$ cat src/rtl/core/jgr_pkg.sv
// Shared types, codes and constants for the joystick gesture recorder.
`default_nettype none
package jgr_pkg;

  typedef enum logic [1:0] {
    OP_REPORT     = 2'd0,
    OP_CONNECT    = 2'd1,
    OP_DISCONNECT = 2'd2,
    OP_UNUSED     = 2'd3
  } jgr_op_e;

  typedef enum logic [2:0] {
    ACT_PROCESSED    = 3'd0,
    ACT_LAG_STOP     = 3'd1,
    ACT_DISCONNECT   = 3'd2,
    ACT_STARTED      = 3'd3,
    ACT_TIMEOUT      = 3'd4,
    ACT_DONE         = 3'd5,
    ACT_CONNECTED    = 3'd6,
    ACT_DISCONNECTED = 3'd7
  } jgr_action_e;

  typedef enum logic [2:0] {
    REG_STOP_LAG   = 3'd0,
    REG_DISC_LAG   = 3'd1,
    REG_TIMEOUT    = 3'd2,
    REG_DIAG_TH    = 3'd3,
    REG_AXIS_TH    = 3'd4,
    REG_CENTER_TH  = 3'd5,
    REG_NONE_6     = 3'd6,
    REG_NONE_7     = 3'd7
  } jgr_reg_e;

  typedef enum logic [2:0] {
    S_IDLE,
    S_LAG,
    S_DECIDE,
    S_REC,
    S_DUMP_RD,
    S_DUMP_OUT
  } jgr_state_e;

  typedef enum logic [1:0] {
    KIND_NONE,
    KIND_SINGLE,
    KIND_DUMP,
    KIND_RECORD
  } jgr_kind_e;

  typedef enum logic [3:0] {
    BR_NONE,
    BR_CONNECT,
    BR_DISC_EVT,
    BR_LAG_DISC,
    BR_LAG_STOP,
    BR_START,
    BR_IDLE,
    BR_TIMEOUT,
    BR_FINISH,
    BR_FINISH_EMPTY,
    BR_RECORD
  } jgr_branch_e;

  localparam int unsigned APB_AW = 5;

  localparam logic [15:0] RST_STOP_LAG  = 16'd300;
  localparam logic [15:0] RST_DISC_LAG  = 16'd5000;
  localparam logic [15:0] RST_TIMEOUT   = 16'd2000;
  localparam logic [7:0]  RST_DIAG_TH   = 8'd50;
  localparam logic [7:0]  RST_AXIS_TH   = 8'd100;
  localparam logic [7:0]  RST_CENTER_TH = 8'd10;

  localparam logic [6:0] SYM_NONE = 7'h00;
  localparam logic [6:0] SYM_1    = 7'h31;
  localparam logic [6:0] SYM_2    = 7'h32;
  localparam logic [6:0] SYM_3    = 7'h33;
  localparam logic [6:0] SYM_4    = 7'h34;
  localparam logic [6:0] SYM_FIVE = 7'h35;
  localparam logic [6:0] SYM_6    = 7'h36;
  localparam logic [6:0] SYM_7    = 7'h37;
  localparam logic [6:0] SYM_8    = 7'h38;
  localparam logic [6:0] SYM_9    = 7'h39;

  typedef struct packed {
    logic [1:0]        opcode;
    logic [31:0]       now_ms;
    logic [7:0]        released_buttons;
    logic signed [7:0] stick_x;
    logic signed [7:0] stick_y;
  } jgr_in_t;

  typedef struct packed {
    logic [2:0] action;
    logic       dome_enabled;
    logic       motor_stop;
    logic [6:0] gesture_symbol;
    logic       last;
  } jgr_out_t;

  typedef struct packed {
    logic [15:0] stop_lag_ms;
    logic [15:0] disconnect_lag_ms;
    logic [15:0] gesture_timeout_ms;
    logic [7:0]  diagonal_threshold;
    logic [7:0]  axis_threshold;
    logic [7:0]  center_threshold;
  } jgr_cfg_t;

  typedef struct packed {
    logic load_in;
    logic calc;
    logic decide;
    logic rec_step;
    logic rec_emit;
    logic dump_rd;
    logic dump_emit;
  } jgr_cmd_t;

  typedef struct packed {
    jgr_kind_e kind;
    logic      out_free;
    logic      rec_empty;
    logic      dump_last;
  } jgr_sts_t;

  function automatic logic [6:0] button_letter(input logic [2:0] idx);
    logic [6:0] ch;
    case (idx)
      3'd0: ch = 7'h58;
      3'd1: ch = 7'h4F;
      3'd2: ch = 7'h55;
      3'd3: ch = 7'h52;
      3'd4: ch = 7'h44;
      3'd5: ch = 7'h4C;
      3'd6: ch = 7'h50;
      default: ch = 7'h58;
    endcase
    return ch;
  endfunction

endpackage
`default_nettype wire

$ cat src/rtl/core/jgr_ram.sv
// Generic single-port-write, registered-read RAM.
`default_nettype none
module jgr_ram #(
  parameter int unsigned WIDTH = 7,
  parameter int unsigned DEPTH = 15,
  localparam int unsigned AW = (DEPTH > 1) ? $clog2(DEPTH) : 1
) (
  input  wire logic             clk_i,
  input  wire logic             we_i,
  input  wire logic [AW-1:0]    waddr_i,
  input  wire logic [WIDTH-1:0] wdata_i,
  input  wire logic             re_i,
  input  wire logic [AW-1:0]    raddr_i,
  output logic      [WIDTH-1:0] rdata_o
);

  logic [WIDTH-1:0] mem_q [DEPTH];

  always_ff @(posedge clk_i) begin
    if (we_i) begin
      mem_q[waddr_i] <= wdata_i;
    end
    if (re_i) begin
      rdata_o <= mem_q[raddr_i];
    end
  end

endmodule
`default_nettype wire

$ cat src/rtl/core/jgr_regs.sv
// APB configuration register file for the gesture recorder.
`default_nettype none
module jgr_regs import jgr_pkg::*; (
  input  wire logic              clk_i,
  input  wire logic              rst_ni,
  input  wire logic              psel,
  input  wire logic              penable,
  input  wire logic              pwrite,
  input  wire logic [APB_AW-1:0] paddr,
  input  wire logic [31:0]       pwdata,
  output logic      [31:0]       prdata,
  output logic                   pready,
  output jgr_cfg_t               cfg_o
);

  jgr_cfg_t cfg_q, cfg_d;
  jgr_reg_e sel;

  assign sel    = jgr_reg_e'(paddr[APB_AW-1:2]);
  assign pready = 1'b1;
  assign cfg_o  = cfg_q;

  always_comb begin
    cfg_d = cfg_q;
    if (psel && penable && pwrite && pready) begin
      case (sel)
        REG_STOP_LAG:  cfg_d.stop_lag_ms        = pwdata[15:0];
        REG_DISC_LAG:  cfg_d.disconnect_lag_ms  = pwdata[15:0];
        REG_TIMEOUT:   cfg_d.gesture_timeout_ms = pwdata[15:0];
        REG_DIAG_TH:   cfg_d.diagonal_threshold = pwdata[7:0];
        REG_AXIS_TH:   cfg_d.axis_threshold     = pwdata[7:0];
        REG_CENTER_TH: cfg_d.center_threshold   = pwdata[7:0];
        default: ;
      endcase
    end
  end

  always_comb begin
    case (sel)
      REG_STOP_LAG:  prdata = {16'd0, cfg_q.stop_lag_ms};
      REG_DISC_LAG:  prdata = {16'd0, cfg_q.disconnect_lag_ms};
      REG_TIMEOUT:   prdata = {16'd0, cfg_q.gesture_timeout_ms};
      REG_DIAG_TH:   prdata = {24'd0, cfg_q.diagonal_threshold};
      REG_AXIS_TH:   prdata = {24'd0, cfg_q.axis_threshold};
      REG_CENTER_TH: prdata = {24'd0, cfg_q.center_threshold};
      default:       prdata = 32'd0;
    endcase
  end

  always_ff @(posedge clk_i or negedge rst_ni) begin
    if (!rst_ni) begin
      cfg_q.stop_lag_ms        <= RST_STOP_LAG;
      cfg_q.disconnect_lag_ms  <= RST_DISC_LAG;
      cfg_q.gesture_timeout_ms <= RST_TIMEOUT;
      cfg_q.diagonal_threshold <= RST_DIAG_TH;
      cfg_q.axis_threshold     <= RST_AXIS_TH;
      cfg_q.center_threshold   <= RST_CENTER_TH;
    end else begin
      cfg_q <= cfg_d;
    end
  end

endmodule
`default_nettype wire

$ cat src/rtl/core/jgr_ctrl.sv
// Sequencing state machine of the gesture recorder.
`default_nettype none
module jgr_ctrl import jgr_pkg::*; (
  input  wire logic     clk_i,
  input  wire logic     rst_ni,
  input  wire logic     in_valid_i,
  output logic          in_ready_o,
  input  wire jgr_sts_t sts_i,
  output jgr_cmd_t      cmd_o
);

  jgr_state_e state_q, state_d;

  always_comb begin
    state_d = state_q;
    case (state_q)
      S_IDLE: begin
        if (in_valid_i) begin
          state_d = S_LAG;
        end
      end
      S_LAG: state_d = S_DECIDE;
      S_DECIDE: begin
        if (sts_i.out_free) begin
          case (sts_i.kind)
            KIND_DUMP:   state_d = S_DUMP_RD;
            KIND_RECORD: state_d = S_REC;
            default:     state_d = S_IDLE;
          endcase
        end
      end
      S_REC: begin
        if (sts_i.rec_empty && sts_i.out_free) begin
          state_d = S_IDLE;
        end
      end
      S_DUMP_RD: state_d = S_DUMP_OUT;
      S_DUMP_OUT: begin
        if (sts_i.out_free) begin
          state_d = sts_i.dump_last ? S_IDLE : S_DUMP_RD;
        end
      end
      default: state_d = S_IDLE;
    endcase
  end

  always_comb begin
    cmd_o      = '0;
    in_ready_o = 1'b0;
    case (state_q)
      S_IDLE: begin
        in_ready_o    = 1'b1;
        cmd_o.load_in = in_valid_i;
      end
      S_LAG:    cmd_o.calc   = 1'b1;
      S_DECIDE: cmd_o.decide = sts_i.out_free;
      S_REC: begin
        cmd_o.rec_step = !sts_i.rec_empty;
        cmd_o.rec_emit = sts_i.rec_empty && sts_i.out_free;
      end
      S_DUMP_RD:  cmd_o.dump_rd   = 1'b1;
      S_DUMP_OUT: cmd_o.dump_emit = sts_i.out_free;
      default: ;
    endcase
  end

  always_ff @(posedge clk_i or negedge rst_ni) begin
    if (!rst_ni) begin
      state_q <= S_IDLE;
    end else begin
      state_q <= state_d;
    end
  end

endmodule
`default_nettype wire

$ cat src/rtl/core/jgr_dp.sv
// Datapath of the gesture recorder: watchdog, capture state, symbol store and output register.
`default_nettype none
module jgr_dp import jgr_pkg::*; #(
  parameter int unsigned GESTURE_CHARS = 15
) (
  input  wire logic     clk_i,
  input  wire logic     rst_ni,
  input  wire jgr_in_t  in_data_i,
  input  wire jgr_cfg_t cfg_i,
  input  wire jgr_cmd_t cmd_i,
  output jgr_sts_t      sts_o,
  output logic          out_valid_o,
  input  wire logic     out_ready_i,
  output jgr_out_t      out_data_o
);

  localparam int unsigned CW = $clog2(GESTURE_CHARS + 1);
  localparam int unsigned AW = (GESTURE_CHARS > 1) ? $clog2(GESTURE_CHARS) : 1;
  localparam logic [CW-1:0] FULL = CW'(GESTURE_CHARS);

  jgr_in_t     in_q, in_d;
  logic [31:0] prev_q, prev_d;
  logic [31:0] lag_q, lag_d;
  logic [31:0] late_q, late_d;
  logic [31:0] deadline_q, deadline_d;
  logic        coll_q, coll_d;
  logic        dome_q, dome_d;
  logic [CW-1:0] count_q, count_d;
  logic [CW-1:0] n_q, n_d;
  logic [CW-1:0] idx_q, idx_d;
  logic [6:0]  latch_q, latch_d;
  logic [6:0]  last_sym_q, last_sym_d;
  logic [6:0]  dir_sym_q, dir_sym_d;
  logic [8:0]  pend_q, pend_d;
  logic        out_valid_q, out_valid_d;
  jgr_out_t    out_q, out_d;

  jgr_op_e     op;
  jgr_branch_e br;
  logic [31:0] new_deadline;
  logic        lag_disc, lag_stop, is_late, l3;
  logic [7:0]  ax, ay;
  logic        diag, straight_x, straight_y, centred, dir_fire;
  logic [6:0]  dir_sym, latch_mid, latch_new;
  logic [CW-1:0] n_fin;
  logic        out_free, dump_last;
  logic [8:0]  pend_low;
  logic [6:0]  rec_sym;
  logic        ram_we;
  logic [6:0]  ram_rdata;

  assign op           = jgr_op_e'(in_q.opcode);
  assign new_deadline = in_q.now_ms + {16'd0, cfg_i.gesture_timeout_ms};
  assign lag_disc     = lag_q > {16'd0, cfg_i.disconnect_lag_ms};
  assign lag_stop     = lag_q > {16'd0, cfg_i.stop_lag_ms};
  assign is_late      = (late_q != 32'd0) && !late_q[31];
  assign l3           = in_q.released_buttons[0];
  assign ax           = in_q.stick_x[7] ? 8'(8'd0 - in_q.stick_x) : in_q.stick_x;
  assign ay           = in_q.stick_y[7] ? 8'(8'd0 - in_q.stick_y) : in_q.stick_y;
  assign out_free     = !out_valid_q || out_ready_i;
  assign dump_last    = CW'(idx_q + CW'(1)) == n_q;

  assign n_fin = ((count_q != '0) && (last_sym_q == SYM_FIVE)) ? CW'(count_q - CW'(1)) : count_q;

  always_comb begin
    diag       = (ax > cfg_i.diagonal_threshold) && (ay > cfg_i.diagonal_threshold);
    straight_x = ax > cfg_i.axis_threshold;
    straight_y = ay > cfg_i.axis_threshold;
    dir_fire   = 1'b0;
    dir_sym    = SYM_NONE;
    if (latch_q == SYM_NONE) begin
      if (diag) begin
        dir_fire = 1'b1;
        if (in_q.stick_x[7]) begin
          dir_sym = in_q.stick_y[7] ? SYM_1 : SYM_7;
        end else begin
          dir_sym = in_q.stick_y[7] ? SYM_3 : SYM_9;
        end
      end else if (straight_x) begin
        dir_fire = 1'b1;
        dir_sym  = in_q.stick_x[7] ? SYM_4 : SYM_6;
      end else if (straight_y) begin
        dir_fire = 1'b1;
        dir_sym  = in_q.stick_y[7] ? SYM_2 : SYM_8;
      end
    end
    latch_mid = dir_fire ? dir_sym : latch_q;
    centred   = (latch_mid != SYM_NONE) && (ax < cfg_i.center_threshold) &&
                (ay < cfg_i.center_threshold);
    latch_new = centred ? SYM_NONE : latch_mid;
  end

  always_comb begin
    br = BR_NONE;
    case (op)
      OP_CONNECT:    br = BR_CONNECT;
      OP_DISCONNECT: br = BR_DISC_EVT;
      OP_REPORT: begin
        if (lag_disc) begin
          br = BR_LAG_DISC;
        end else if (lag_stop) begin
          br = BR_LAG_STOP;
        end else if (!coll_q) begin
          br = l3 ? BR_START : BR_IDLE;
        end else if (is_late) begin
          br = BR_TIMEOUT;
        end else if (l3) begin
          br = (n_fin == '0) ? BR_FINISH_EMPTY : BR_FINISH;
        end else begin
          br = BR_RECORD;
        end
      end
      default: br = BR_NONE;
    endcase
  end

  always_comb begin
    case (br)
      BR_NONE:   sts_o.kind = KIND_NONE;
      BR_FINISH: sts_o.kind = KIND_DUMP;
      BR_RECORD: sts_o.kind = KIND_RECORD;
      default:   sts_o.kind = KIND_SINGLE;
    endcase
    sts_o.out_free  = out_free;
    sts_o.rec_empty = pend_q == 9'd0;
    sts_o.dump_last = dump_last;
  end

  always_comb begin
    pend_low = pend_q & 9'(~pend_q + 9'd1);
    rec_sym  = SYM_FIVE;
    for (int i = 0; i < 7; i++) begin
      if (pend_low[i]) begin
        rec_sym = button_letter(3'(i));
      end
    end
    if (pend_low[7]) begin
      rec_sym = dir_sym_q;
    end
  end

  always_comb begin
    in_d        = in_q;
    prev_d      = prev_q;
    lag_d       = lag_q;
    late_d      = late_q;
    deadline_d  = deadline_q;
    coll_d      = coll_q;
    dome_d      = dome_q;
    count_d     = count_q;
    n_d         = n_q;
    idx_d       = idx_q;
    latch_d     = latch_q;
    last_sym_d  = last_sym_q;
    dir_sym_d   = dir_sym_q;
    pend_d      = pend_q;
    out_valid_d = out_valid_q && !out_ready_i;
    out_d       = out_q;
    ram_we      = 1'b0;

    if (cmd_i.load_in) begin
      in_d = in_data_i;
    end

    if (cmd_i.calc) begin
      lag_d  = (in_q.now_ms > prev_q) ? (in_q.now_ms - prev_q) : 32'd0;
      late_d = in_q.now_ms - deadline_q;
      if (op == OP_REPORT || op == OP_CONNECT) begin
        prev_d = in_q.now_ms;
      end
    end

    if (cmd_i.decide) begin
      out_d.gesture_symbol = SYM_NONE;
      out_d.last           = 1'b1;
      out_d.motor_stop     = 1'b0;
      case (br)
        BR_CONNECT: begin
          dome_d       = 1'b1;
          out_d.action = ACT_CONNECTED;
        end
        BR_DISC_EVT: begin
          dome_d           = 1'b0;
          out_d.action     = ACT_DISCONNECTED;
          out_d.motor_stop = 1'b1;
        end
        BR_LAG_DISC: begin
          out_d.action     = ACT_DISCONNECT;
          out_d.motor_stop = 1'b1;
        end
        BR_LAG_STOP: begin
          out_d.action     = ACT_LAG_STOP;
          out_d.motor_stop = 1'b1;
        end
        BR_START: begin
          dome_d           = 1'b0;
          coll_d           = 1'b1;
          count_d          = '0;
          deadline_d       = new_deadline;
          out_d.action     = ACT_STARTED;
          out_d.motor_stop = 1'b1;
        end
        BR_TIMEOUT: begin
          dome_d       = 1'b1;
          coll_d       = 1'b0;
          count_d      = '0;
          out_d.action = ACT_TIMEOUT;
        end
        BR_FINISH, BR_FINISH_EMPTY: begin
          dome_d       = 1'b1;
          coll_d       = 1'b0;
          count_d      = '0;
          n_d          = n_fin;
          idx_d        = '0;
          out_d.action = ACT_DONE;
        end
        BR_RECORD: begin
          latch_d   = latch_new;
          dir_sym_d = dir_sym;
          pend_d    = {centred, dir_fire, in_q.released_buttons[7:1]};
        end
        default: out_d.action = ACT_PROCESSED;
      endcase
      out_d.dome_enabled = dome_d;
      if (br != BR_NONE && br != BR_RECORD && br != BR_FINISH) begin
        out_valid_d = 1'b1;
      end else begin
        out_d = out_q;
      end
    end

    if (cmd_i.rec_step) begin
      pend_d = pend_q & ~pend_low;
      if (count_q < FULL) begin
        ram_we     = 1'b1;
        count_d    = CW'(count_q + CW'(1));
        last_sym_d = rec_sym;
        deadline_d = new_deadline;
      end
    end

    if (cmd_i.rec_emit) begin
      out_valid_d          = 1'b1;
      out_d.action         = ACT_PROCESSED;
      out_d.dome_enabled   = dome_q;
      out_d.motor_stop     = 1'b0;
      out_d.gesture_symbol = SYM_NONE;
      out_d.last           = 1'b1;
    end

    if (cmd_i.dump_emit) begin
      out_valid_d          = 1'b1;
      out_d.action         = ACT_DONE;
      out_d.dome_enabled   = dome_q;
      out_d.motor_stop     = 1'b0;
      out_d.gesture_symbol = ram_rdata;
      out_d.last           = dump_last;
      idx_d                = CW'(idx_q + CW'(1));
    end
  end

  jgr_ram #(
    .WIDTH (7),
    .DEPTH (GESTURE_CHARS)
  ) u_sym_ram (
    .clk_i   (clk_i),
    .we_i    (ram_we),
    .waddr_i (count_q[AW-1:0]),
    .wdata_i (rec_sym),
    .re_i    (cmd_i.dump_rd),
    .raddr_i (idx_q[AW-1:0]),
    .rdata_o (ram_rdata)
  );

  always_ff @(posedge clk_i or negedge rst_ni) begin
    if (!rst_ni) begin
      prev_q      <= '0;
      deadline_q  <= '0;
      coll_q      <= 1'b0;
      dome_q      <= 1'b0;
      count_q     <= '0;
      latch_q     <= SYM_NONE;
      last_sym_q  <= SYM_NONE;
      pend_q      <= '0;
      n_q         <= '0;
      idx_q       <= '0;
      out_valid_q <= 1'b0;
    end else begin
      prev_q      <= prev_d;
      deadline_q  <= deadline_d;
      coll_q      <= coll_d;
      dome_q      <= dome_d;
      count_q     <= count_d;
      latch_q     <= latch_d;
      last_sym_q  <= last_sym_d;
      pend_q      <= pend_d;
      n_q         <= n_d;
      idx_q       <= idx_d;
      out_valid_q <= out_valid_d;
    end
  end

  always_ff @(posedge clk_i) begin
    in_q      <= in_d;
    lag_q     <= lag_d;
    late_q    <= late_d;
    dir_sym_q <= dir_sym_d;
    out_q     <= out_d;
  end

  assign out_valid_o = out_valid_q;
  assign out_data_o  = out_q;

endmodule
`default_nettype wire

$ cat src/rtl/core/joystick_gesture_recorder.sv
// Top level of the joystick gesture recorder.
//
// Items arrive on the input channel (in_valid_i/in_ready_o, payload in_data_i) and
// results leave on the output channel (out_valid_o/out_ready_i, payload out_data_o);
// each channel moves one item per transaction. Thresholds and limits are written
// through the APB port; the user must write them only while the block is idle,
// which the block itself does not enforce. The block works on one item at a time:
// the accepted item is registered, the LAG state measures the report gap and the
// gesture lateness, and the DECIDE state, once the output register is free, picks
// the branch and loads a single result. A recording report then steps through its
// symbol candidates (up to nine) one at a time, since the symbol store has a single
// write port. A finished gesture reads its stored symbols back one at a time,
// a read state then an output state per symbol, waiting while the output is stalled.
// Reset clears the capture state, the dome enable and out_valid_o and loads the
// default thresholds; the symbol store needs no clearing. When the receiver
// stalls, the pending result holds in the output register and the sequencer waits.
`default_nettype none
module joystick_gesture_recorder import jgr_pkg::*; #(
  parameter int unsigned GESTURE_CHARS = 15
) (
  input  wire logic              clk_i,
  input  wire logic              rst_ni,
  input  wire logic              in_valid_i,
  output logic                   in_ready_o,
  input  wire jgr_in_t           in_data_i,
  output logic                   out_valid_o,
  input  wire logic              out_ready_i,
  output jgr_out_t               out_data_o,
  input  wire logic              psel,
  input  wire logic              penable,
  input  wire logic              pwrite,
  input  wire logic [APB_AW-1:0] paddr,
  input  wire logic [31:0]       pwdata,
  output logic      [31:0]       prdata,
  output logic                   pready
);

  jgr_cfg_t cfg;
  jgr_cmd_t cmd;
  jgr_sts_t sts;

  jgr_regs u_regs (
    .clk_i   (clk_i),
    .rst_ni  (rst_ni),
    .psel    (psel),
    .penable (penable),
    .pwrite  (pwrite),
    .paddr   (paddr),
    .pwdata  (pwdata),
    .prdata  (prdata),
    .pready  (pready),
    .cfg_o   (cfg)
  );

  jgr_ctrl u_ctrl (
    .clk_i      (clk_i),
    .rst_ni     (rst_ni),
    .in_valid_i (in_valid_i),
    .in_ready_o (in_ready_o),
    .sts_i      (sts),
    .cmd_o      (cmd)
  );

  jgr_dp #(
    .GESTURE_CHARS (GESTURE_CHARS)
  ) u_dp (
    .clk_i       (clk_i),
    .rst_ni      (rst_ni),
    .in_data_i   (in_data_i),
    .cfg_i       (cfg),
    .cmd_i       (cmd),
    .sts_o       (sts),
    .out_valid_o (out_valid_o),
    .out_ready_i (out_ready_i),
    .out_data_o  (out_data_o)
  );

  a_one_cmd: assert property (@(posedge clk_i) disable iff (!rst_ni)
    $onehot0({cmd.load_in, cmd.calc, cmd.decide, cmd.rec_step, cmd.rec_emit,
              cmd.dump_rd, cmd.dump_emit}))
    else $error("More than one datapath command in a cycle.");

  a_one_item: assert property (@(posedge clk_i) disable iff (!rst_ni)
    (in_valid_i && in_ready_o) |=> !in_ready_o)
    else $error("Input taken while an item is still in progress.");

  a_emit_free: assert property (@(posedge clk_i) disable iff (!rst_ni)
    (cmd.rec_emit || cmd.dump_emit || cmd.decide) |-> sts.out_free)
    else $error("Result loaded while the output register is still occupied.");

endmodule
`default_nettype wire

$ cat config.mk
export PLATFORM = sky130hd
export DESIGN_NAME = joystick_gesture_recorder
export DESIGN_NICKNAME = d
export VERILOG_FILES = /design/src/rtl/core/jgr_pkg.sv /design/src/rtl/core/jgr_ram.sv /design/src/rtl/core/jgr_regs.sv /design/src/rtl/core/jgr_ctrl.sv /design/src/rtl/core/jgr_dp.sv /design/src/rtl/core/joystick_gesture_recorder.sv
export SDC_FILE = /design/constraint.sdc
export NUM_CORES = 1
export LEC_CHECK = 0
export BUFFER_PORTS_ARGS = -buffer_cell sky130_fd_sc_hd__buf_4
export CAP_MARGIN = 10
export CORE_MARGIN = 10
export CORE_UTILIZATION = 45
export CTS_CLUSTER_SIZE = 16
export DETAILED_ROUTE_END_ITERATION = 8
export PLACE_DENSITY = 0.62
export SYNTH_ARGS = -nofsm -noshare
export SYNTH_HDL_FRONTEND = slang
export SYNTH_SLANG_ARGS = --single-unit
$ cat constraint.sdc
create_clock -name clk_i -period 4.6 [get_ports clk_i]
set_clock_uncertainty 0.1 [all_clocks]
set_input_delay 0.46 -clock clk_i [delete_from_list [all_inputs] [get_ports clk_i]]
set_output_delay 0.46 -clock clk_i [all_outputs]
set_load 0.005 [all_outputs]
==> run_results.csv, run 1 <==
group,metric,value,unit
sta,rsz0062_at_grt,"no",
synth,yosysWarnings,0,
pwr,switchingPower,5.78,mW
pwr,seq_power_share,37.3,%
drt,via_per_inst,5.52,
clocking,cts_tree,"done",
place,gp_congestion,0.871,
setup_path,cpPeakStageDelay,0.48,ns
min_path,min_path_type,"in2reg",
clocking,root_buffer,"clkbuf_16",
sta,final_max_slew_viol_count,0,
pwr,p_clk_share,25.2,%
floorplan,start_util,45.7,%
global_routing,grt_first_pass_wirelength,93700,um
drt,drtIter0Drc,1089,
finish,antennaDiodeCount,0,
setup_path,crit_slowest_cell,"edfxtp_1",
drt,drc_errors,0,
global_routing,antenna_found_initial,0,
setup_path,critPathMaxFanout,5,
clocking,clockBufferDepth,3,
synth,yosysUniqueCellTypes,90,
pwr,intPower,10.3,mW
clocking,clkTransAtPathRegs,0.06,ns
finish,nNetsFinal,2643,
floorplan,die_w,249,um
synth,synth_cells,2190,
sta,maxSlewHeadroom,32.9,%
floorplan,rows,83,
clocking,clk_latency,0.60,ns
global_routing,track_usage,18.4,%
outcome,status,"finished, final reports clean",
sta,hold_viol_final,0,
finish,num-fill-cells,4456,
floorplan,fp.dieH,249,um
job,max_cap_violations,0,
setup_path,required,4.84,ns
global_routing,grt_pass1_vias,17100,
pwr,switching_share,36.1,%
place,dp_hpwl,41700,um
pwr,p_leak,11.3,nW
pwr,ir_drop,0.433,mV
setup_path,end_kind,"flip-flop",
setup_path,crit_arrival,3.98,ns
synth,ys.flop_type,"edfxtp_1",
setup_path,worst-path-stages,11,
clocking,htreeDepth,2,
setup_path,critPathKind,"reg2reg",
global_routing,grt_overflow,0,
sta,min_period,3.74,ns
clocking,numCtsBuffers,48,
clocking,post-cts-setup-buffers,0,
synth,synth-edff-count,248,
pwr,p_total,16.0,mW
sta,setup_tns,0,ns
clocking,ctsResizeCount,0,
synth,synthesis.area_per_instance,10.8,sq um
drt,wl_per_cell,18.8,um
place,io_buffers,114,
sta,fin_crit_sh,81.2,%
sta,worst-slew-pin-transition,1.01,ns
clocking,clock-sinks,429,
finish,area_delta_synth_final,16.7,%
setup_path,crit_family,"compound AO/OA/AOI/OAI gates",
synth,ys_async_sr_fraction,41.3,%
setup_path,r2r.worst_path.cells,11,
setup_path,crit_chain,"inv_1, fa_1, nor2b_1, o31a_1, nor4_1, o21bai_1, a21o_1, a21oi_1, o31ai_1, o22a_1, mux2_2",
sta,timing.fmax,268,MHz
pwr,combPwrFrac,37.5,%
pwr,power.density,583,nW/um^2
floorplan,core-area,51600,sq um
setup_path,critPathBufInv,1,
synth,yosysSeqAreaShare,50.8,%
setup_path,critPathLaunchType,"flip-flop",
min_path,hold_depth,3,
sta,finalSetupViolCount,0,
drt,ant_nets,0,
floorplan,io_pins,150,
floorplan,dieArea,62000,sq um
global_routing,grt_max_degree,91,
finish,drive_gt1_share,14.4,%
synth,synth.ff_latch_count,429,
drt,wl,58200,um
drt,firstDrtPassIters,5,
drt,num_vias,17100,
synth,synth_area,23600,sq um
cell usage after synthesis (all sizes together), types with 22 or more instances:
cell type  number  area [sq um]
xnor2          66           578
a21oi         140           704
nand3          41           210
nor4           24           186
dfrtp         154          3850
buf            41           277
mux2           55           619
nor2          157           592
dfstp          23           604
clkbuf         48           180
nor3           36           185
nand2b         23           144
o21a           23           173
xor2           22           193
nand2         195           732
nand4          28           175
inv           165           619
mux2i          42           420
edfxtp        248          7450
a31oi          25           156
a21o           53           398
and2           22           138
ha            167          2090
nor2b          29           181
o21ai         177           886
through the flow:
| stage | util (%) | hold WS (ns) | worst slack (ns) | cells | area [sq um] |
|---|---|---|---|---|---|
| 6_report | 53.3 | 0.0318 | 0.864 | 3090 | 27500 |
| 3_5_place_dp | 48.7 | 0.360 | 0.812 | 2933 | 25100 |
| 4_1_cts | 53.3 | 0.000467 | 0.801 | 3089 | 27500 |
| 3_3_place_gp | 48.7 | 0.349 | 0.875 | 2933 | 25100 |
| 2_1_floorplan | - | 0.0644 | 0.626 | 2205 | 23600 |
| 5_1_grt | 53.3 | 0.0226 | 0.611 | 3090 | 27500 |
registers in the layout (all words and copies together), names as in the netlist, 2 cells and up:
register / flops
u_regs.cfg_o: 72
u_dp.u_sym_ram.mem_q: 105
u_dp.in_q: 56
u_dp.idx_q: 4
u_dp.dir_sym_q: 5
u_dp.out_data_o: 13
u_dp.op: 2
u_dp.late_q: 32
u_dp.prev_q: 32
u_dp.u_sym_ram.rdata_o: 7
u_ctrl.state_q: 3
u_dp.lag_q: 32
u_dp.latch_q: 7
u_dp.pend_q: 9
u_dp.deadline_q: 32
u_dp.last_sym_q: 7
u_dp.count_q: 4
u_dp.n_q: 4
worst reg2reg max path, delay by kind of cell (launching register included):
kind	cells	cell delay (ns)
adders and majority gates	1	0.44
buffers and inverters	1	0.18
AOI/OAI and AO/OA	6	1.63
muxes	1	0.33
and+or+nand+nor	2	0.30
DFF	1	0.48
layer usage:
metal  wire length (um)  global-route usage [%]  vias up
met2              27900                    30.8      358
met1              26800                    24.7     8364
met3               2670                    2.93       62
li1                   -                       -     8282
met5                  0                       0        -
met4                814                    3.77        0
power by group through the flow:
stage               clock network, mW  registers, mW  logic, mW
finish                           4.04           5.98       6.02
floorplan                           0           5.79       4.51
global placement                    0           6.03       5.76
CTS                              4.14           5.98       6.01
detailed placement                  0           6.05       5.92
global route                     4.30           6.09       6.81
final timing paths:
check / startpoint / endpoint / slack [ns]
worst max-delay path: u_dp.in_q[25] / u_dp.lag_q[30] / 0.86
worst min-delay path: pwdata[10] / u_regs.cfg_o[50] / 0.03
worst max register to register: u_dp.in_q[25] / u_dp.lag_q[30] / 0.86
worst min register to register: u_dp.deadline_q[28] / u_dp.deadline_q[28] / 0.38
max in group asynchronous: rst_ni / u_dp.idx_q[0] / 2.96
min in group asynchronous: rst_ni / u_regs.cfg_o[37] / 0.39
layout by cell type, fill, tap and decap left out, types with 8 or more instances in the layout:
master / n
o21bai_1: 9
a211oi_1: 9
nand2_1: 195
a21o_1: 53
dfrtp_1: 153
a21oi_1: 139
nor4_1: 16
dlygate4sd3_1: 67
mux4_2: 16
edfxtp_1: 248
xor2_1: 22
xnor2_1: 66
and3_1: 16
inv_1: 165
nand2b_1: 23
conb_1: 17
nand3_1: 40
ha_1: 167
mux2_2: 55
o221ai_1: 8
nor2b_1: 29
nor2_1: 155
o21ai_0: 175
o21a_1: 23
a22o_1: 11
and2_1: 20
clkbuf_16: 50
a31oi_1: 24
mux2i_1: 42
clkinv_2: 9
o211ai_1: 8
buf_4: 135
nor3_1: 33
nand4_1: 28
dfstp_2: 23
cell type report:
cell class / instances / area [sq um] / share of cell area, %
well taps: 680 / 851 / 3.09
inverters: 165 / 619 / 2.25
clock buffers: 58 / 1300 / 4.73
repair buffers: 205 / 1740 / 6.31
flip-flops and latches: 429 / 12000 / 43.6
multi-input cells: 1522 / 10600 / 38.7
clock inverters: 31 / 388 / 1.41
logic make-up (layout without fill, tap and decap cells):
group | Yosys count | in the layout | share of synthesized area [%]
multiplexers | 113 | 113 | 5.94
AO/OA/AOI/OAI | 528 | 528 | 13.9
buffers and inverters | 254 | 459 | 4.56
flip-flops | 429 | 429 | 50.8
AND/OR/NAND/NOR | 606 | 606 | 12.4
XOR/XNOR | 88 | 88 | 3.27
adder cells (fa/ha/maj) | 170 | 170 | 9.12
other | 2 | 17 | 0.0318
what timing repair did:
action,CTS,global route
setup endpoints to repair,0,0
hold endpoints to repair,139,0
hold buffers,67,0
(Power assumes the default switching activity.)
==> run 2: changes to the inputs <==
PLACE_DENSITY = 0.64   (was 0.62)
clock period = 3.3 ns   (was 4.6 ns; I/O delays follow)
==> run_results.csv, run 2 (synthesized netlist as in run 1, its figures left out) <==
group,metric,value,unit
min_path,worstHoldEndpoint,"u_ctrl.state_q[0]",
finish,final_cell_mix,"edfxtp_1 (248), buf_4 (222), nand2_1 (194)",
drt,wl_per_cell,18.9,um
drt,via_per_inst,5.52,
finish,final_common_cell,"edfxtp_1",
clocking,root_buffer,"clkbuf_16",
job,max_cap_violations,0,
sta,final_max_slew_viol_count,0,
sta,worst-slew-pin-transition,0.839,ns
sta,finalSetupViolCount,0,
place,place_area,25700,sq um
setup_path,end_kind,"flip-flop",
min_path,min_path_type,"in2reg",
floorplan,dieArea,62000,sq um
place,io_buffers,114,
drt,wl_met1,26600,um
setup_path,required,3.54,ns
drt,wl,60400,um
setup_path,r2r_end,"u_dp.lag_q[30]",
setup_path,crit_arrival,3.50,ns
sta,timing.fmax,307,MHz
setup_path,crit_top_cell,"a21o_1",
finish,final_cell_area,28500,sq um
finish,area_delta_synth_final,20.8,%
finish,regMostFlops,"u_dp.u_sym_ram.mem_q",
drt,num_vias,17600,
setup_path,critPathLaunchType,"flip-flop",
clocking,clockBufferDepth,3,
finish,nNetsFinal,2745,
pwr,ir_drop,0.471,mV
floorplan,start_util,45.7,%
place,gp_congestion,0.908,
drt,dr_wl_met2,29600,um
finish,drive_gt1_share,18.7,%
clocking,htreeDepth,2,
setup_path,r2r.worst_path.cells,12,
setup_path,cpPeakStageDelay,0.45,ns
global_routing,track_usage,18.7,%
sta,fin_crit_sh,98.7,%
sta,rsz0062_at_grt,"yes",
global_routing,grt_first_pass_wirelength,95100,um
sta,min_period,3.26,ns
global_routing,grt_overflow,0,
clocking,clk_latency,0.60,ns
global_routing,grt_pass1_vias,17600,
clocking,numCtsBuffers,47,
setup_path,crit_family,"compound AO/OA/AOI/OAI gates",
drt,ant_nets,0,
min_path,min_from,"in_valid_i",
sta,hold_viol_final,0,
setup_path,critPathBufInv,2,
sta,maxSlewHeadroom,43.9,%
floorplan,die_w,249,um
clocking,cts_tree,"done",
setup_path,critPathKind,"reg2reg",
floorplan,rows,83,
setup_path,crit_slowest_cell,"edfxtp_1",
setup_path,worst-r2r-setup-slack,0.04,ns
drt,firstDrtPassIters,5,
floorplan,fp.dieH,249,um
min_path,hold_depth,5,
sta,setup_tns,0,ns
finish,largest_reg_flops,105,
finish,final_core_util,55.2,%
drt,met3WireLength,2990,um
outcome,status,"finished, final reports clean",
global_routing,grt_max_degree,67,
pwr,power.density,804,nW/um^2
pwr,p_leak,11.8,nW
clocking,clock-sinks,429,
setup_path,critical_path.startpoint,"u_dp.in_q[26]",
setup_path,r2r_start,"u_dp.in_q[26]",
drt,highest_layer,"met4",
global_routing,antenna_found_initial,3,
pwr,p_total,22.9,mW
drt,drtIter0Drc,1153,
clocking,clkTransAtPathRegs,0.06,ns
floorplan,io_pins,150,
floorplan,core-area,51600,sq um
place,dp_hpwl,43100,um
setup_path,crit_chain,"ha_1, nor2b_2, o31a_1, nor4_1, o21bai_1, a21o_1, buf_4, a21o_1, a31oi_4, buf_12, nor2_1, mux2_2",
setup_path,critPathMaxFanout,5,
drt,drc_errors,0,
run 2: changes by cell type in the layout (fill, tap and decap cells not counted), moves of 7 or more:
cell and change:
o21ai_0 -10, o21ai_1 +7, clkbuf_1 +10, dlygate4sd3_1 +8
buf_4 +87
run 2: layout make-up:
cell class                 instances  area (sq um)
inverter                         165           619
timing repair buffer             308          2640
sequential                       429         12000
clock inverter                    19           211
fill                            4344         23100
antenna                            2          5.00
multi-input combinational       1522         10900
tap                              680           851
clock buffer                      67          1310
run 2: worst max path at each step:
stage | end | slack (ns) | depth (start not counted)
floorplan | u_dp.lag_q[30] | 0.25 | 12
global placement | u_dp.pend_q[8] | 0.05 | 12
detailed placement | u_dp.latch_q[3] | -0.02 | 12
CTS | u_dp.lag_q[29] | 0.003 | 11
global route | u_dp.lag_q[30] | -0.06 | 12
finish | u_dp.lag_q[30] | 0.04 | 12
run 2: repair_timing:
item | CTS | global route
hold buffers | 75 | 0
pin swaps | 2 | 17
hold endpoints to repair | 191 | 0
setup buffers | 3 | 14
setup endpoints to repair | 13 | 72
cloned | 0 | 2
resized for setup | 2 | 61
run 2: power breakdown:
part / leakage [nW] / switching (mW) / total (mW) / internal [mW]
clock network: 0.740 / 2.25 / 5.21 / 2.96
logic: 6.67 / 5.30 / 9.43 / 4.13
registers: 4.43 / 0.772 / 8.25 / 7.47
total: 11.8 / 8.32 / 22.9 / 14.6
run 2: layer usage:
metal	vias up	global-route usage [%]
met3	76	3.11
li1	8460	-
met1	8680	24.2
met2	419	31.7
met5	-	0
met4	0	5.18
run 2: metrics by stage:
step / setup WS [ns] / std cells / hold slack, ns
after floorplan: 0.253 / 2205 / -0.0656
after global placement: 0.0503 / 3010 / 0.272
after detailed placement: -0.0178 / 3010 / 0.277
after CTS: 0.00282 / 3174 / 0.0223
after global routing: -0.0593 / 3192 / 0.0632
final: 0.0428 / 3192 / 0.0600
run 2: worst register-to-register path, stage by stage (launching register included):
cell      delay [ns]
edfxtp_1        0.45
ha_1            0.36
nor2b_2         0.18
o31a_1          0.32
nor4_1          0.17
o21bai_1        0.17
a21o_1          0.24
buf_4           0.16
a21o_1          0.20
a31oi_4         0.23
buf_12          0.14
nor2_1          0.04
mux2_2          0.26
==> run 3: changes to the inputs <==
SETUP_SLACK_MARGIN = 0.15   (was default)
==> run_results.csv, run 3 (synthesized netlist as in run 1, its figures left out) <==
group,metric,value,unit
outcome,status,"finished, final reports clean",
sta,worst-slew-pin-transition,0.871,ns
sta,finalSetupViolCount,0,
global_routing,antenna_found_initial,2,
finish,area_delta_synth_final,23.6,%
pwr,p_total,23.7,mW
global_routing,grt_max_degree,67,
min_path,min_path_type,"in2reg",
pwr,power.density,813,nW/um^2
finish,regMostFlops,"u_dp.u_sym_ram.mem_q",
setup_path,critPathBufInv,1,
setup_path,crit_family,"compound AO/OA/AOI/OAI gates",
finish,final_core_util,56.5,%
finish,final_common_cell,"edfxtp_1",
sta,fin_crit_sh,96.1,%
drt,drc_errors,0,
finish,drive_gt1_share,21.7,%
drt,num_vias,17700,
setup_path,critPathLaunchType,"flip-flop",
clocking,clkTransAtPathRegs,0.06,ns
floorplan,fp.dieH,249,um
sta,min_period,3.17,ns
clocking,clk_latency,0.60,ns
floorplan,dieArea,62000,sq um
setup_path,end_kind,"flip-flop",
floorplan,die_w,249,um
drt,wl_per_cell,19.2,um
setup_path,crit_slowest_cell,"edfxtp_1",
place,io_buffers,114,
sta,final_max_slew_viol_count,0,
sta,timing.fmax,315,MHz
floorplan,core-area,51600,sq um
global_routing,grtUsageMet2,31.9,%
setup_path,critPathMaxFanout,5,
setup_path,r2r_start,"u_dp.in_q[36]",
finish,final_cell_mix,"edfxtp_1 (248), buf_4 (231), nand2_1 (192)",
setup_path,cpPeakStageDelay,0.54,ns
drt,drtIter0Drc,1137,
finish,num-fill-cells,4264,
finish,nNetsFinal,2760,
sta,rsz0062_at_grt,"yes",
drt,firstDrtPassIters,5,
setup_path,required,3.54,ns
clocking,clockBufferDepth,3,
setup_path,critical_path.startpoint,"u_dp.in_q[36]",
global_routing,grt_overflow,0,
clocking,clock-sinks,429,
global_routing,grt_pass1_vias,17700,
place,place_area,25700,sq um
drt,wl,61500,um
clocking,cts_tree,"done",
pwr,ir_drop,0.483,mV
floorplan,rows,83,
clocking,htreeDepth,2,
finish,final_cell_area,29100,sq um
setup_path,crit_chain,"ha_4, and2_1, nor3b_1, o21ai_1, a21oi_2, o2111ai_4, a2111oi_4, buf_4, o21bai_4, a21oi_1, nor3b_2",
setup_path,crit_arrival,3.41,ns
clocking,root_buffer,"clkbuf_16",
clocking,numCtsBuffers,47,
global_routing,grt_first_pass_wirelength,95700,um
global_routing,grt_most_used_layer,"met2",
drt,ant_nets,0,
global_routing,track_usage,18.8,%
floorplan,start_util,45.7,%
pwr,p_leak,12.0,nW
setup_path,critPathKind,"reg2reg",
global_routing,met1_usage,24.3,%
drt,via_per_inst,5.53,
finish,largest_reg_flops,105,
global_routing,met3_usage,3.18,%
sta,hold_viol_final,0,
place,dp_hpwl,43100,um
job,max_cap_violations,0,
floorplan,io_pins,150,
sta,maxSlewHeadroom,41.9,%
min_path,min_from,"in_valid_i",
place,gp_congestion,0.908,
==> run 3: cell count changes in the layout (fill, tap and decap cells not counted), sizes merged <==
cell	delta
diode	-1
clkbuf	+1
buf	+14
==> run 3: power breakdown <==
group          internal, mW  total (mW)  switching (mW)
clock network          2.96        5.21            2.24
logic                  4.55        10.2            5.68
registers              7.47        8.26           0.789
total                  15.0        23.7            8.71
==> run 3: worst register-to-register path: cells and delay by family, from the launching register on <==
kind                     cells  cell delay, ns
AO/OA/AOI/OAI                6            1.23
flip-flops                   1            0.54
AND/OR/NAND/NOR              3            0.50
adder cells (fa/ha/maj)      1            0.37
buffers and inverters        1            0.18
==> run 3: final timing paths <==
path,end,slack [ns],cells after the start
worst max-delay path,u_dp.lag_q[31],0.13,11
worst min-delay path,u_ctrl.state_q[0],0.06,5
worst max register to register,u_dp.lag_q[31],0.13,11
worst min register to register,u_dp.out_data_o[11],0.37,2
max in group asynchronous,u_dp.prev_q[31],2.05,3
min in group asynchronous,u_regs.cfg_o[70],0.22,2
==> run 3: layer usage <==
| metal | up-vias | part of all wire [%] |
|---|---|---|
| met4 | 0 | 2.2 |
| met3 | 81 | 4.8 |
| met5 | - | 0 |
| li1 | 8494 | - |
| met1 | 8757 | 44 |
| met2 | 413 | 49 |
==> run 3: cell type report <==
| cell class | instances | area (sq um) | area share [%] |
|---|---|---|---|
| timing repair buffer | 323 | 2790 | 9.58 |
| sequential | 429 | 12000 | 41.1 |
| clock inverter | 19 | 211 | 0.726 |
| antenna | 1 | 2.50 | 0.00859 |
| inverter | 165 | 619 | 2.13 |
| tap | 680 | 851 | 2.92 |
| clock buffer | 67 | 1310 | 4.51 |
| multi-input combinational | 1522 | 11400 | 39.0 |
==> run 3: timing repair <==
action / CTS / global route
hold buffers: 75 / 0
cloned: 0 / 4
endpoints found under the hold margin: 191 / 0
pin swaps: 15 / 54
buffers inserted: 10 / 20
endpoints found under the setup margin: 67 / 97
gates resized for setup: 43 / 117
==> run 3: through the flow <==
stage          instances  setup slack (ns)  hold slack, ns  TNS [ns]
4_1_cts             3181             0.110          0.0223         0
3_3_place_gp        3010            0.0503           0.272         0
3_5_place_dp        3010           -0.0178           0.277   -0.0394
5_1_grt             3206          -0.00684          0.0634   -0.0152
2_1_floorplan       2205             0.253         -0.0656         0
6_report            3206             0.129          0.0602         0
